**src/hw/rtl/shpc_pkg.sv**
```systemverilog
// Shared types, codes and constants of the sized handle pool cache.
`default_nettype none
package shpc_pkg;

    localparam int DEF_CAPACITY = 16;

    localparam int HANDLE_W = 32;
    localparam int DIM_W    = 16;
    localparam int STATUS_W = 3;
    localparam int COUNT_W  = 5;
    localparam int MAXE_W   = 5;
    localparam int OP_W     = 2;
    localparam int CFG_IDX_W  = 2;
    localparam int CFG_DATA_W = 5;

    localparam int IN_TDATA_W  = 64;
    localparam int OUT_TDATA_W = 40;

    localparam logic [MAXE_W-1:0] MAX_ENTRIES_RST = 5'd16;
    localparam logic              MATCH_DIMS_RST  = 1'b1;

    localparam logic [CFG_IDX_W-1:0] REG_MAX_ENTRIES = 2'd0;
    localparam logic [CFG_IDX_W-1:0] REG_MATCH_DIMS  = 2'd1;

    localparam logic [STATUS_W-1:0] STS_HIT         = 3'd0;
    localparam logic [STATUS_W-1:0] STS_MISS        = 3'd1;
    localparam logic [STATUS_W-1:0] STS_STORED      = 3'd2;
    localparam logic [STATUS_W-1:0] STS_EVICTED     = 3'd3;
    localparam logic [STATUS_W-1:0] STS_REJECTED    = 3'd4;
    localparam logic [STATUS_W-1:0] STS_CLR_HANDLE  = 3'd5;
    localparam logic [STATUS_W-1:0] STS_CLR_EMPTY   = 3'd6;

    typedef enum logic [OP_W-1:0] {
        OP_GET   = 2'd0,
        OP_PUT   = 2'd1,
        OP_CLEAR = 2'd2,
        OP_NONE  = 2'd3
    } op_t;

    typedef enum logic [2:0] {
        S_IDLE,
        S_SEARCH,
        S_EVICT,
        S_SHIFT,
        S_APPEND,
        S_CLR_RD,
        S_CLR_EMIT,
        S_EMIT
    } ctrl_state_t;

    typedef struct packed {
        logic [DIM_W-1:0]    height;
        logic [DIM_W-1:0]    width;
        logic [HANDLE_W-1:0] handle;
    } entry_t;

    typedef struct packed {
        logic                last;
        logic [COUNT_W-1:0]  count;
        logic [HANDLE_W-1:0] handle;
        logic [STATUS_W-1:0] status;
    } res_t;

    typedef struct packed {
        logic [MAXE_W-1:0] max_entries;
        logic              match_dims;
    } cfg_t;

endpackage
`default_nettype wire

```
**src/hw/rtl/shpc_store.sv**
```systemverilog
// Entry memory: one write port, one read port, registered read data.
`default_nettype none
module shpc_store #(
    parameter int DEPTH = shpc_pkg::DEF_CAPACITY,
    parameter int AW    = (DEPTH > 1) ? $clog2(DEPTH) : 1
) (
    input  wire logic            clk,
    input  wire logic            wr_en,
    input  wire logic [AW-1:0]   wr_addr,
    input  wire shpc_pkg::entry_t wr_data,
    input  wire logic            rd_en,
    input  wire logic [AW-1:0]   rd_addr,
    output shpc_pkg::entry_t     rd_data
);
    import shpc_pkg::*;

    entry_t mem [DEPTH];
    entry_t rd_data_reg;

    always_ff @(posedge clk)
    begin
        if (wr_en)
        begin
            mem[wr_addr] <= wr_data;
        end
    end

    always_ff @(posedge clk)
    begin
        if (rd_en)
        begin
            rd_data_reg <= mem[rd_addr];
        end
    end

    assign rd_data = rd_data_reg;

endmodule
`default_nettype wire

```
**src/hw/rtl/shpc_ctrl.sv**
```systemverilog
// Operation sequencer: search, shift, append and clear walks over the entry memory.
`default_nettype none
module shpc_ctrl #(
    parameter int CAPACITY = shpc_pkg::DEF_CAPACITY
) (
    input  wire logic              clk,
    input  wire logic              rst_n,
    input  wire shpc_pkg::cfg_t    cfg,
    input  wire logic              in_valid,
    output logic                   in_ready,
    input  wire shpc_pkg::op_t     in_op,
    input  wire shpc_pkg::entry_t  in_entry,
    output logic                   res_valid,
    input  wire logic              res_ready,
    output shpc_pkg::res_t         res
);
    import shpc_pkg::*;

    localparam int AW = (CAPACITY > 1) ? $clog2(CAPACITY) : 1;
    localparam int CW = $clog2(CAPACITY + 1);
    localparam int LW = (CW > MAXE_W) ? CW : MAXE_W;

    ctrl_state_t state_reg, state_next;
    logic [CW-1:0] count_reg, count_next;
    logic [AW-1:0] ptr_reg, ptr_next;
    op_t           op_reg, op_next;
    entry_t        in_reg, in_next;
    logic [STATUS_W-1:0] res_status_reg, res_status_next;
    logic [HANDLE_W-1:0] res_handle_reg, res_handle_next;

    logic          mem_wr_en;
    logic [AW-1:0] mem_wr_addr;
    entry_t        mem_wr_data;
    logic          mem_rd_en;
    logic [AW-1:0] mem_rd_addr;
    entry_t        rd_data;

    logic [LW-1:0] limit;
    logic [LW-1:0] me_ext;
    logic [LW-1:0] count_ext;
    logic [LW-1:0] count_m1_ext;
    logic [CW-1:0] count_m1;
    logic          hit;
    logic          ptr_at_top;
    logic          ptr_zero;
    logic          put_room;

    shpc_store #(
        .DEPTH(CAPACITY),
        .AW   (AW)
    ) u_store (
        .clk    (clk),
        .wr_en  (mem_wr_en),
        .wr_addr(mem_wr_addr),
        .wr_data(mem_wr_data),
        .rd_en  (mem_rd_en),
        .rd_addr(mem_rd_addr),
        .rd_data(rd_data)
    );

    // A limit above capacity acts as capacity.
    assign me_ext       = LW'(cfg.max_entries);
    assign limit        = (me_ext > LW'(CAPACITY)) ? LW'(CAPACITY) : me_ext;
    assign count_ext    = LW'(count_reg);
    assign count_m1     = count_reg - CW'(1);
    assign count_m1_ext = LW'(count_m1);
    assign put_room     = count_ext < limit;
    assign hit          = !cfg.match_dims
                          || (rd_data.width == in_reg.width && rd_data.height == in_reg.height);
    assign ptr_at_top   = (CW'(ptr_reg) == count_m1);
    assign ptr_zero     = (ptr_reg == '0);

    // Next state and register updates
    always_comb
    begin
        state_next      = state_reg;
        count_next      = count_reg;
        ptr_next        = ptr_reg;
        op_next         = op_reg;
        in_next         = in_reg;
        res_status_next = res_status_reg;
        res_handle_next = res_handle_reg;
        case (state_reg)
            S_IDLE:
            begin
                if (in_valid)
                begin
                    op_next = in_op;
                    in_next = in_entry;
                    case (in_op)
                        OP_GET:
                        begin
                            if (count_reg == '0)
                            begin
                                res_status_next = STS_MISS;
                                res_handle_next = '0;
                                state_next      = S_EMIT;
                            end
                            else
                            begin
                                ptr_next   = count_m1[AW-1:0];
                                state_next = S_SEARCH;
                            end
                        end
                        OP_PUT:
                        begin
                            if (limit == '0)
                            begin
                                res_status_next = STS_REJECTED;
                                res_handle_next = in_entry.handle;
                                state_next      = S_EMIT;
                            end
                            else if (put_room)
                            begin
                                count_next      = count_reg + CW'(1);
                                res_status_next = STS_STORED;
                                res_handle_next = '0;
                                state_next      = S_EMIT;
                            end
                            else if (cfg.match_dims)
                            begin
                                state_next = S_EVICT;
                            end
                            else
                            begin
                                res_status_next = STS_REJECTED;
                                res_handle_next = in_entry.handle;
                                state_next      = S_EMIT;
                            end
                        end
                        OP_CLEAR:
                        begin
                            if (count_reg == '0)
                            begin
                                res_status_next = STS_CLR_EMPTY;
                                res_handle_next = '0;
                                state_next      = S_EMIT;
                            end
                            else
                            begin
                                ptr_next   = '0;
                                state_next = S_CLR_RD;
                            end
                        end
                        OP_NONE:
                        begin
                            state_next = S_IDLE;
                        end
                        default:
                        begin
                            state_next = S_IDLE;
                        end
                    endcase
                end
            end
            S_SEARCH:
            begin
                // rd_data holds the entry at ptr_reg, walking newest to oldest
                if (hit)
                begin
                    res_status_next = STS_HIT;
                    res_handle_next = rd_data.handle;
                    if (ptr_at_top)
                    begin
                        count_next = count_m1;
                        state_next = S_EMIT;
                    end
                    else
                    begin
                        ptr_next   = ptr_reg + AW'(1);
                        state_next = S_SHIFT;
                    end
                end
                else if (ptr_zero)
                begin
                    res_status_next = STS_MISS;
                    res_handle_next = '0;
                    state_next      = S_EMIT;
                end
                else
                begin
                    ptr_next = ptr_reg - AW'(1);
                end
            end
            S_EVICT:
            begin
                res_status_next = STS_EVICTED;
                res_handle_next = rd_data.handle;
                if (count_reg == CW'(1))
                begin
                    state_next = S_APPEND;
                end
                else
                begin
                    ptr_next   = AW'(1);
                    state_next = S_SHIFT;
                end
            end
            S_SHIFT:
            begin
                if (ptr_at_top)
                begin
                    if (op_reg == OP_PUT)
                    begin
                        state_next = S_APPEND;
                    end
                    else
                    begin
                        count_next = count_m1;
                        state_next = S_EMIT;
                    end
                end
                else
                begin
                    ptr_next = ptr_reg + AW'(1);
                end
            end
            S_APPEND:
            begin
                state_next = S_EMIT;
            end
            S_CLR_RD:
            begin
                state_next = S_CLR_EMIT;
            end
            S_CLR_EMIT:
            begin
                if (res_ready)
                begin
                    count_next = count_m1;
                    if (count_reg == CW'(1))
                    begin
                        state_next = S_IDLE;
                    end
                    else
                    begin
                        ptr_next   = ptr_reg + AW'(1);
                        state_next = S_CLR_RD;
                    end
                end
            end
            S_EMIT:
            begin
                if (res_ready)
                begin
                    state_next = S_IDLE;
                end
            end
            default:
            begin
                state_next = S_IDLE;
            end
        endcase
    end

    // Memory control and result outputs
    always_comb
    begin
        in_ready    = 1'b0;
        mem_wr_en   = 1'b0;
        mem_wr_addr = '0;
        mem_wr_data = in_reg;
        mem_rd_en   = 1'b0;
        mem_rd_addr = '0;
        res_valid   = 1'b0;
        res.status  = res_status_reg;
        res.handle  = res_handle_reg;
        res.count   = count_ext[COUNT_W-1:0];
        res.last    = 1'b1;
        case (state_reg)
            S_IDLE:
            begin
                in_ready = 1'b1;
                if (in_valid)
                begin
                    case (in_op)
                        OP_GET:
                        begin
                            mem_rd_en   = (count_reg != '0);
                            mem_rd_addr = count_m1[AW-1:0];
                        end
                        OP_PUT:
                        begin
                            if (limit != '0 && put_room)
                            begin
                                mem_wr_en   = 1'b1;
                                mem_wr_addr = count_reg[AW-1:0];
                                mem_wr_data = in_entry;
                            end
                            else if (limit != '0 && cfg.match_dims)
                            begin
                                // oldest entry leaves
                                mem_rd_en   = 1'b1;
                                mem_rd_addr = '0;
                            end
                        end
                        OP_CLEAR:
                        begin
                            mem_rd_en = 1'b0;
                        end
                        OP_NONE:
                        begin
                            mem_rd_en = 1'b0;
                        end
                        default:
                        begin
                            mem_rd_en = 1'b0;
                        end
                    endcase
                end
            end
            S_SEARCH:
            begin
                if (hit)
                begin
                    mem_rd_en   = !ptr_at_top;
                    mem_rd_addr = ptr_reg + AW'(1);
                end
                else
                begin
                    mem_rd_en   = !ptr_zero;
                    mem_rd_addr = ptr_reg - AW'(1);
                end
            end
            S_EVICT:
            begin
                mem_rd_en   = (count_reg != CW'(1));
                mem_rd_addr = AW'(1);
            end
            S_SHIFT:
            begin
                mem_wr_en   = 1'b1;
                mem_wr_addr = ptr_reg - AW'(1);
                mem_wr_data = rd_data;
                mem_rd_en   = !ptr_at_top;
                mem_rd_addr = ptr_reg + AW'(1);
            end
            S_APPEND:
            begin
                mem_wr_en   = 1'b1;
                mem_wr_addr = count_m1[AW-1:0];
                mem_wr_data = in_reg;
            end
            S_CLR_RD:
            begin
                mem_rd_en   = 1'b1;
                mem_rd_addr = ptr_reg;
            end
            S_CLR_EMIT:
            begin
                res_valid  = 1'b1;
                res.status = STS_CLR_HANDLE;
                res.handle = rd_data.handle;
                res.count  = count_m1_ext[COUNT_W-1:0];
                res.last   = (count_reg == CW'(1));
            end
            S_EMIT:
            begin
                res_valid = 1'b1;
            end
            default:
            begin
                res_valid = 1'b0;
            end
        endcase
    end

    always_ff @(posedge clk or negedge rst_n)
    begin
        if (!rst_n)
        begin
            state_reg <= S_IDLE;
            count_reg <= '0;
            ptr_reg   <= '0;
            op_reg    <= OP_NONE;
        end
        else
        begin
            state_reg <= state_next;
            count_reg <= count_next;
            ptr_reg   <= ptr_next;
            op_reg    <= op_next;
        end
    end

    always_ff @(posedge clk)
    begin
        in_reg         <= in_next;
        res_status_reg <= res_status_next;
        res_handle_reg <= res_handle_next;
    end

    a_count_in_range: assert property (@(posedge clk) disable iff (!rst_n)
        count_reg <= CW'(CAPACITY))
        else $error("entry count above capacity");

    a_no_same_addr: assert property (@(posedge clk) disable iff (!rst_n)
        !(mem_wr_en && mem_rd_en && mem_wr_addr == mem_rd_addr))
        else $error("read and write hit the same entry in one cycle");

    // clear walks the pointer up while the count falls, so only search and shift are bounded
    a_ptr_below_count: assert property (@(posedge clk) disable iff (!rst_n)
        (state_reg == S_SEARCH || state_reg == S_SHIFT) |-> (CW'(ptr_reg) < count_reg))
        else $error("walk pointer outside the held entries");

    a_shift_not_zero: assert property (@(posedge clk) disable iff (!rst_n)
        (state_reg == S_SHIFT) |-> !ptr_zero)
        else $error("shift source at entry zero");

    a_result_held: assert property (@(posedge clk) disable iff (!rst_n)
        (res_valid && !res_ready) |=> (res_valid && $stable(res)))
        else $error("result dropped while stalled");

endmodule
`default_nettype wire

```
**src/hw/rtl/sized_handle_pool_cache_top.sv**
```systemverilog
// Top level of the sized handle pool cache: config registers, sequencer, output register.
//
//  channel   direction  handshake            payload
//  s_*       in         s_tvalid / s_tready  tuser op, tdata handle/width/height
//  m_*       out        m_tvalid / m_tready  tdata status/out_handle/count, tlast
//  cfg_*     in         cfg_valid/cfg_ready  cfg_index, cfg_data
//
// Put that stores, reject, miss on empty, clear of empty: a result with no memory walk.
// Get: a search of entries newest to oldest, then the entries above the hit, shifted down one a cycle.
// Put with eviction: oldest read, shift, append. Clear: one read and one result per entry.
// The one-read, one-write entry memory and its registered read set these steps.
// rst_n clears the count and sets the config registers to their reset values; entry memory is not cleared.
// A stalled m_tready holds the sequencer; the next input beat is taken once the
// last result sits in the output register.
`default_nettype none
module sized_handle_pool_cache_top #(
    parameter int CAPACITY = shpc_pkg::DEF_CAPACITY
) (
    input  wire logic                               clk,
    input  wire logic                               rst_n,
    // config write channel
    input  wire logic                               cfg_valid,
    output logic                                    cfg_ready,
    input  wire logic [shpc_pkg::CFG_IDX_W-1:0]     cfg_index,
    input  wire logic [shpc_pkg::CFG_DATA_W-1:0]    cfg_data,
    // input stream
    input  wire logic                               s_tvalid,
    output logic                                    s_tready,
    input  wire logic [shpc_pkg::IN_TDATA_W-1:0]    s_tdata,  // handle[31:0], width, height
    input  wire logic [shpc_pkg::OP_W-1:0]          s_tuser,  // op
    // result stream
    output logic                                    m_tvalid,
    input  wire logic                               m_tready,
    output logic [shpc_pkg::OUT_TDATA_W-1:0]        m_tdata,  // status[2:0], out_handle, count
    output logic                                    m_tlast
);
    import shpc_pkg::*;

    logic [MAXE_W-1:0] max_entries_reg, max_entries_next;
    logic              match_dims_reg, match_dims_next;
    logic              m_tvalid_reg, m_tvalid_next;
    res_t              out_reg, out_next;

    cfg_t   cfg;
    entry_t in_entry;
    logic   res_valid;
    logic   res_ready;
    res_t   res;

    assign cfg.max_entries = max_entries_reg;
    assign cfg.match_dims  = match_dims_reg;
    assign cfg_ready       = 1'b1;

    assign in_entry.handle = s_tdata[HANDLE_W-1:0];
    assign in_entry.width  = s_tdata[HANDLE_W+DIM_W-1:HANDLE_W];
    assign in_entry.height = s_tdata[HANDLE_W+2*DIM_W-1:HANDLE_W+DIM_W];

    shpc_ctrl #(
        .CAPACITY(CAPACITY)
    ) u_ctrl (
        .clk      (clk),
        .rst_n    (rst_n),
        .cfg      (cfg),
        .in_valid (s_tvalid),
        .in_ready (s_tready),
        .in_op    (op_t'(s_tuser)),
        .in_entry (in_entry),
        .res_valid(res_valid),
        .res_ready(res_ready),
        .res      (res)
    );

    always_comb
    begin
        max_entries_next = max_entries_reg;
        match_dims_next  = match_dims_reg;
        if (cfg_valid)
        begin
            case (cfg_index)
                REG_MAX_ENTRIES:
                begin
                    max_entries_next = cfg_data[MAXE_W-1:0];
                end
                REG_MATCH_DIMS:
                begin
                    match_dims_next = cfg_data[0];
                end
                default:
                begin
                    max_entries_next = max_entries_reg;
                end
            endcase
        end
    end

    // output register: loads when empty or being drained
    assign res_ready = !m_tvalid_reg || m_tready;

    always_comb
    begin
        m_tvalid_next = m_tvalid_reg;
        out_next      = out_reg;
        if (res_ready)
        begin
            m_tvalid_next = res_valid;
            out_next      = res;
        end
    end

    always_ff @(posedge clk or negedge rst_n)
    begin
        if (!rst_n)
        begin
            max_entries_reg <= MAX_ENTRIES_RST;
            match_dims_reg  <= MATCH_DIMS_RST;
            m_tvalid_reg    <= 1'b0;
        end
        else
        begin
            max_entries_reg <= max_entries_next;
            match_dims_reg  <= match_dims_next;
            m_tvalid_reg    <= m_tvalid_next;
        end
    end

    always_ff @(posedge clk)
    begin
        out_reg <= out_next;
    end

    assign m_tvalid = m_tvalid_reg;
    assign m_tdata  = {out_reg.count, out_reg.handle, out_reg.status};
    assign m_tlast  = out_reg.last;

endmodule
`default_nettype wire
```
**config.mk**
```make
export PLATFORM = sky130hd
export DESIGN_NAME = sized_handle_pool_cache_top
export DESIGN_NICKNAME = d
export VERILOG_FILES = /design/src/hw/rtl/shpc_pkg.sv /design/src/hw/rtl/shpc_store.sv /design/src/hw/rtl/shpc_ctrl.sv /design/src/hw/rtl/sized_handle_pool_cache_top.sv
export SDC_FILE = /design/constraint.sdc
export NUM_CORES = 1
export LEC_CHECK = 0
export ABC_AREA = 0
export BUFFER_PORTS_ARGS = -buffer_cell sky130_fd_sc_hd__buf_2
export CORE_ASPECT_RATIO = 1.25
export CORE_UTILIZATION = 35
export DETAILED_ROUTE_END_ITERATION = 16
export GPL_TIMING_DRIVEN = 0
export HOLD_SLACK_MARGIN = 0.05
export SYNTH_ARGS = -nofsm -noshare
export SYNTH_HDL_FRONTEND = slang
export SYNTH_SLANG_ARGS = --single-unit
```
**constraint.sdc**
```tcl
create_clock -name clk -period 8.9 [get_ports clk]
set_clock_uncertainty 0.2 [all_clocks]
set_input_delay 0.445 -clock clk [delete_from_list [all_inputs] [get_ports clk]]
set_output_delay 0.445 -clock clk [all_outputs]
set_load 0.1 [all_outputs]
```
==> results.cfg <==
[power_and_ir_drop]
seqPwrFrac_pct = 38.5
p_int_uw = 14900
ir_worst_vdd_mv = 0.234
pwr-share-clk_pct = 21.6
power_frac_comb_pct = 39.8
leakage_uw = 0.0200
powerDensity_nw_per_um2 = 393
switching_share_pct = 35.8
total_power_uw = 23200
p_sw_uw = 8290

[critical_path]
critPathArrivalTime_ns = 5.09
end_kind = flop
critPathRequiredTime_ns = 9.09
crit_type = reg2reg
worst-path-max-fanout = 21
crit_path_start_kind = flop

[floorplanning]
dieArea_sq_um = 144000
start_util_pct = 35.3
ioPinCount = 122
core.rowCount = 154
core_sq_um = 141000
die_y_um = 424
die_w_um = 340

[sta]
rsz0062_at_grt = false
slew_headroom_pct = 9.72
period_share_pct = 55.0
fmax_mhz = 204
holdWs_ns = 0.239
slew_violations = 0
setup_viol = 0
finalHoldViolations = 0
period_needed_ns = 4.90
worst_slew_pin_slew_ns = 1.35

[synthesis]
syn_nets = 2584
muxShareOfSynthArea_pct = 15.6
post-synth-top-area-cell = edfxtp_1
yosys_register_bits = 1249
synth_simple_gate_area_share_pct = 3.16
synth_top_family_by_area = multiplexers
syn_inst = 2494
yosysTopAreaCellShare_pct = 74.0
synthesis.area_sq_um = 49900
yosysMostFrequentCell = edfxtp_1
synthTopCellsByCount = edfxtp_1, nand2_1, mux4_2
synth_edf_count = 1228
ys_dominant_reg_cell = edfxtp_1
yosysUniqueCellTypes = 67
yosysWarnings = 0
synth_adder_area_share_pct = 0.301
synth.area.top_cells = edfxtp_1, mux4_2, mux2i_1
ys_seq_area_share_pct = 75.0
synth_compound_area_share_pct = 2.90
synth_xor_area_share_pct = 0.896
syn_area_per_cell_sq_um = 20.0
synthArstFlopShare_pct = 1.68

[placement]
io_buffers = 120
placed_area_sq_um = 54300
dpl.hpwl_um = 81300
dp_cells = 4546
gp_congestion = 0.860

[clock_tree]
htreeDepth = 3
cts_tree = done
cts_made_buffers = 118
clock_sinks = 1249
cts_setup_buffers = 0
cts.repair.resized = 0
clockBufferDepth = 3
hold_buffers = 83
clock_latency_ns = 0.71
cts_root_buf = clkbuf_16
clkTransAtPathRegs_ns = 0.06

[global_routing]
grt_overflow = 0
antenna_found_initial = 14
grt_usage_pct = 17.5
grt_start_max_net_pins = 46
grt_pass1_vias = 26000
grt_pass1_wl_um = 183000

[detailed_routing]
wl_per_cell_um = 26.0
drt-total-wl_um = 126000
drtAntennaViolNets = 0
via_per_inst = 5.24
initialDrtViolationCount = 2381
drc_errors = 0
firstDrtPassIters = 6
vias = 25400

[run_status]
status = complete, no violations

[job]
max_cap_violations = 0

[finish]
final_cell_area_sq_um = 58900
drive_above_1_share_pct = 24.8
final_cells = 4846
largest_reg_flops = 1024
num-fill-cells = 12300
area_growth_pct = 18.2
final_nets = 2967

[hold_path]
min_path_type = in2reg
## power by group through the flow
| stage | Clock [uW] | Combinational (uW) | Sequential [uW] |
|---|---|---|---|
| after detailed placement | 0 | 9330 | 9040 |
| after CTS | 5110 | 9400 | 8930 |
| after global routing | 5290 | 9860 | 9030 |
| final | 5010 | 9240 | 8930 |
| after global placement | 0 | 8750 | 9270 |
| after floorplan | 0 | 5520 | 9740 |
## worst paths after layout
check	start	to	slack [ns]	cells past startpoint
worst max-delay path	u_ctrl.count_ext[0]	u_ctrl.u_store.mem[4][39]	4.00	12
worst min-delay path	s_tvalid	u_ctrl.res_status_reg[2]	0.24	3
worst max register to register	u_ctrl.count_ext[0]	u_ctrl.u_store.mem[4][39]	4.00	12
worst min register to register	u_ctrl.res_status_reg[2]	m_tdata[2]	0.30	1
max in group asynchronous	rst_n	u_ctrl.ptr_reg[3]	6.51	4
min in group asynchronous	rst_n	match_dims_reg	0.63	3
## worst max-delay path, stage by stage, from the launching register on
cell      delay (ns)
dfrtp_1         0.44
or3b_2          0.45
a21oi_1         0.16
o21ai_0         0.12
a21oi_1         0.56
a21oi_1         0.18
clkbuf_1        0.61
nand2_1         0.21
nand3_1         0.37
nor2_4          0.55
buf_12          0.25
buf_12          0.21
buf_12          0.24
## cells in the final DEF, fill, tap and decap left out, types with 4 or more instances in the layout
| cell type | n |
|---|---|
| edfxtp_1 | 1228 |
| nand2b_1 | 7 |
| or3_1 | 4 |
| bufinv_16 | 13 |
| clkbuf_16 | 120 |
| buf_1 | 9 |
| clkbuf_1 | 50 |
| a22oi_1 | 64 |
| ha_1 | 12 |
| buf_12 | 54 |
| a31oi_1 | 6 |
| buf_16 | 16 |
| nor2_4 | 16 |
| o22ai_1 | 9 |
| buf_6 | 30 |
| mux2i_1 | 194 |
| nor2_1 | 27 |
| mux2_2 | 6 |
| a21oi_1 | 24 |
| nor3_1 | 8 |
| xor2_1 | 37 |
| o21ai_0 | 24 |
| nand3_1 | 7 |
| clkinv_2 | 23 |
| buf_2 | 156 |
| buf_4 | 14 |
| nand2_1 | 274 |
| xnor2_1 | 14 |
| clkinv_1 | 30 |
| nand4_1 | 4 |
| inv_1 | 18 |
| nor4_1 | 9 |
| dfrtp_1 | 17 |
| mux4_2 | 256 |
| a22o_1 | 34 |
| dfstp_2 | 4 |
| dlygate4sd3_1 | 83 |
## final cells by class
class / instances / area, sq um / area share, %
Sequential cell: 1249 / 37400 / 63.5
Buffer: 131 / 978 / 1.66
Inverter: 21 / 81.3 / 0.138
Clock buffer: 139 / 3070 / 5.22
Clock inverter: 76 / 731 / 1.24
Timing Repair Buffer: 263 / 2750 / 4.67
Tap cell: 1872 / 2340 / 3.97
Multi-Input combinational cell: 1093 / 11600 / 19.6
Antenna cell: 2 / 5.00 / 0.00849
## metal layers
metal,wire length (um),GRT usage [%],part of all wire [%],vias up
met5,115,0,0.091,-
met4,3410,5.53,2.7,20
met3,7210,2.44,5.7,203
met2,64400,30.1,51,889
met1,50700,22.8,40,13300
li1,-,-,-,10900
## cells by family after synthesis
| group | count (synthesis) |
|---|---|
| AOI/OAI and AO/OA | 195 |
| xor gates and xnor gates | 51 |
| adders and majority gates | 12 |
| buffers and inverters | 152 |
| DFF | 1249 |
| muxes | 456 |
| other | 1 |
| and+or+nand+nor | 378 |
## stage by stage
| stage | setup slack, ns | setup TNS, ns | util (%) |
|---|---|---|---|
| after floorplan | 2.52 | 0 | - |
| after global placement | -2.36 | -1898.63 | 37.4 |
| after detailed placement | 3.84 | 0 | 38.4 |
| after CTS | 3.79 | 0 | 41.7 |
| after global routing | 3.79 | 0 | 41.7 |
| final | 4.00 | 0 | 41.7 |
No activity file was read; power rests on OpenSTA's default activity.
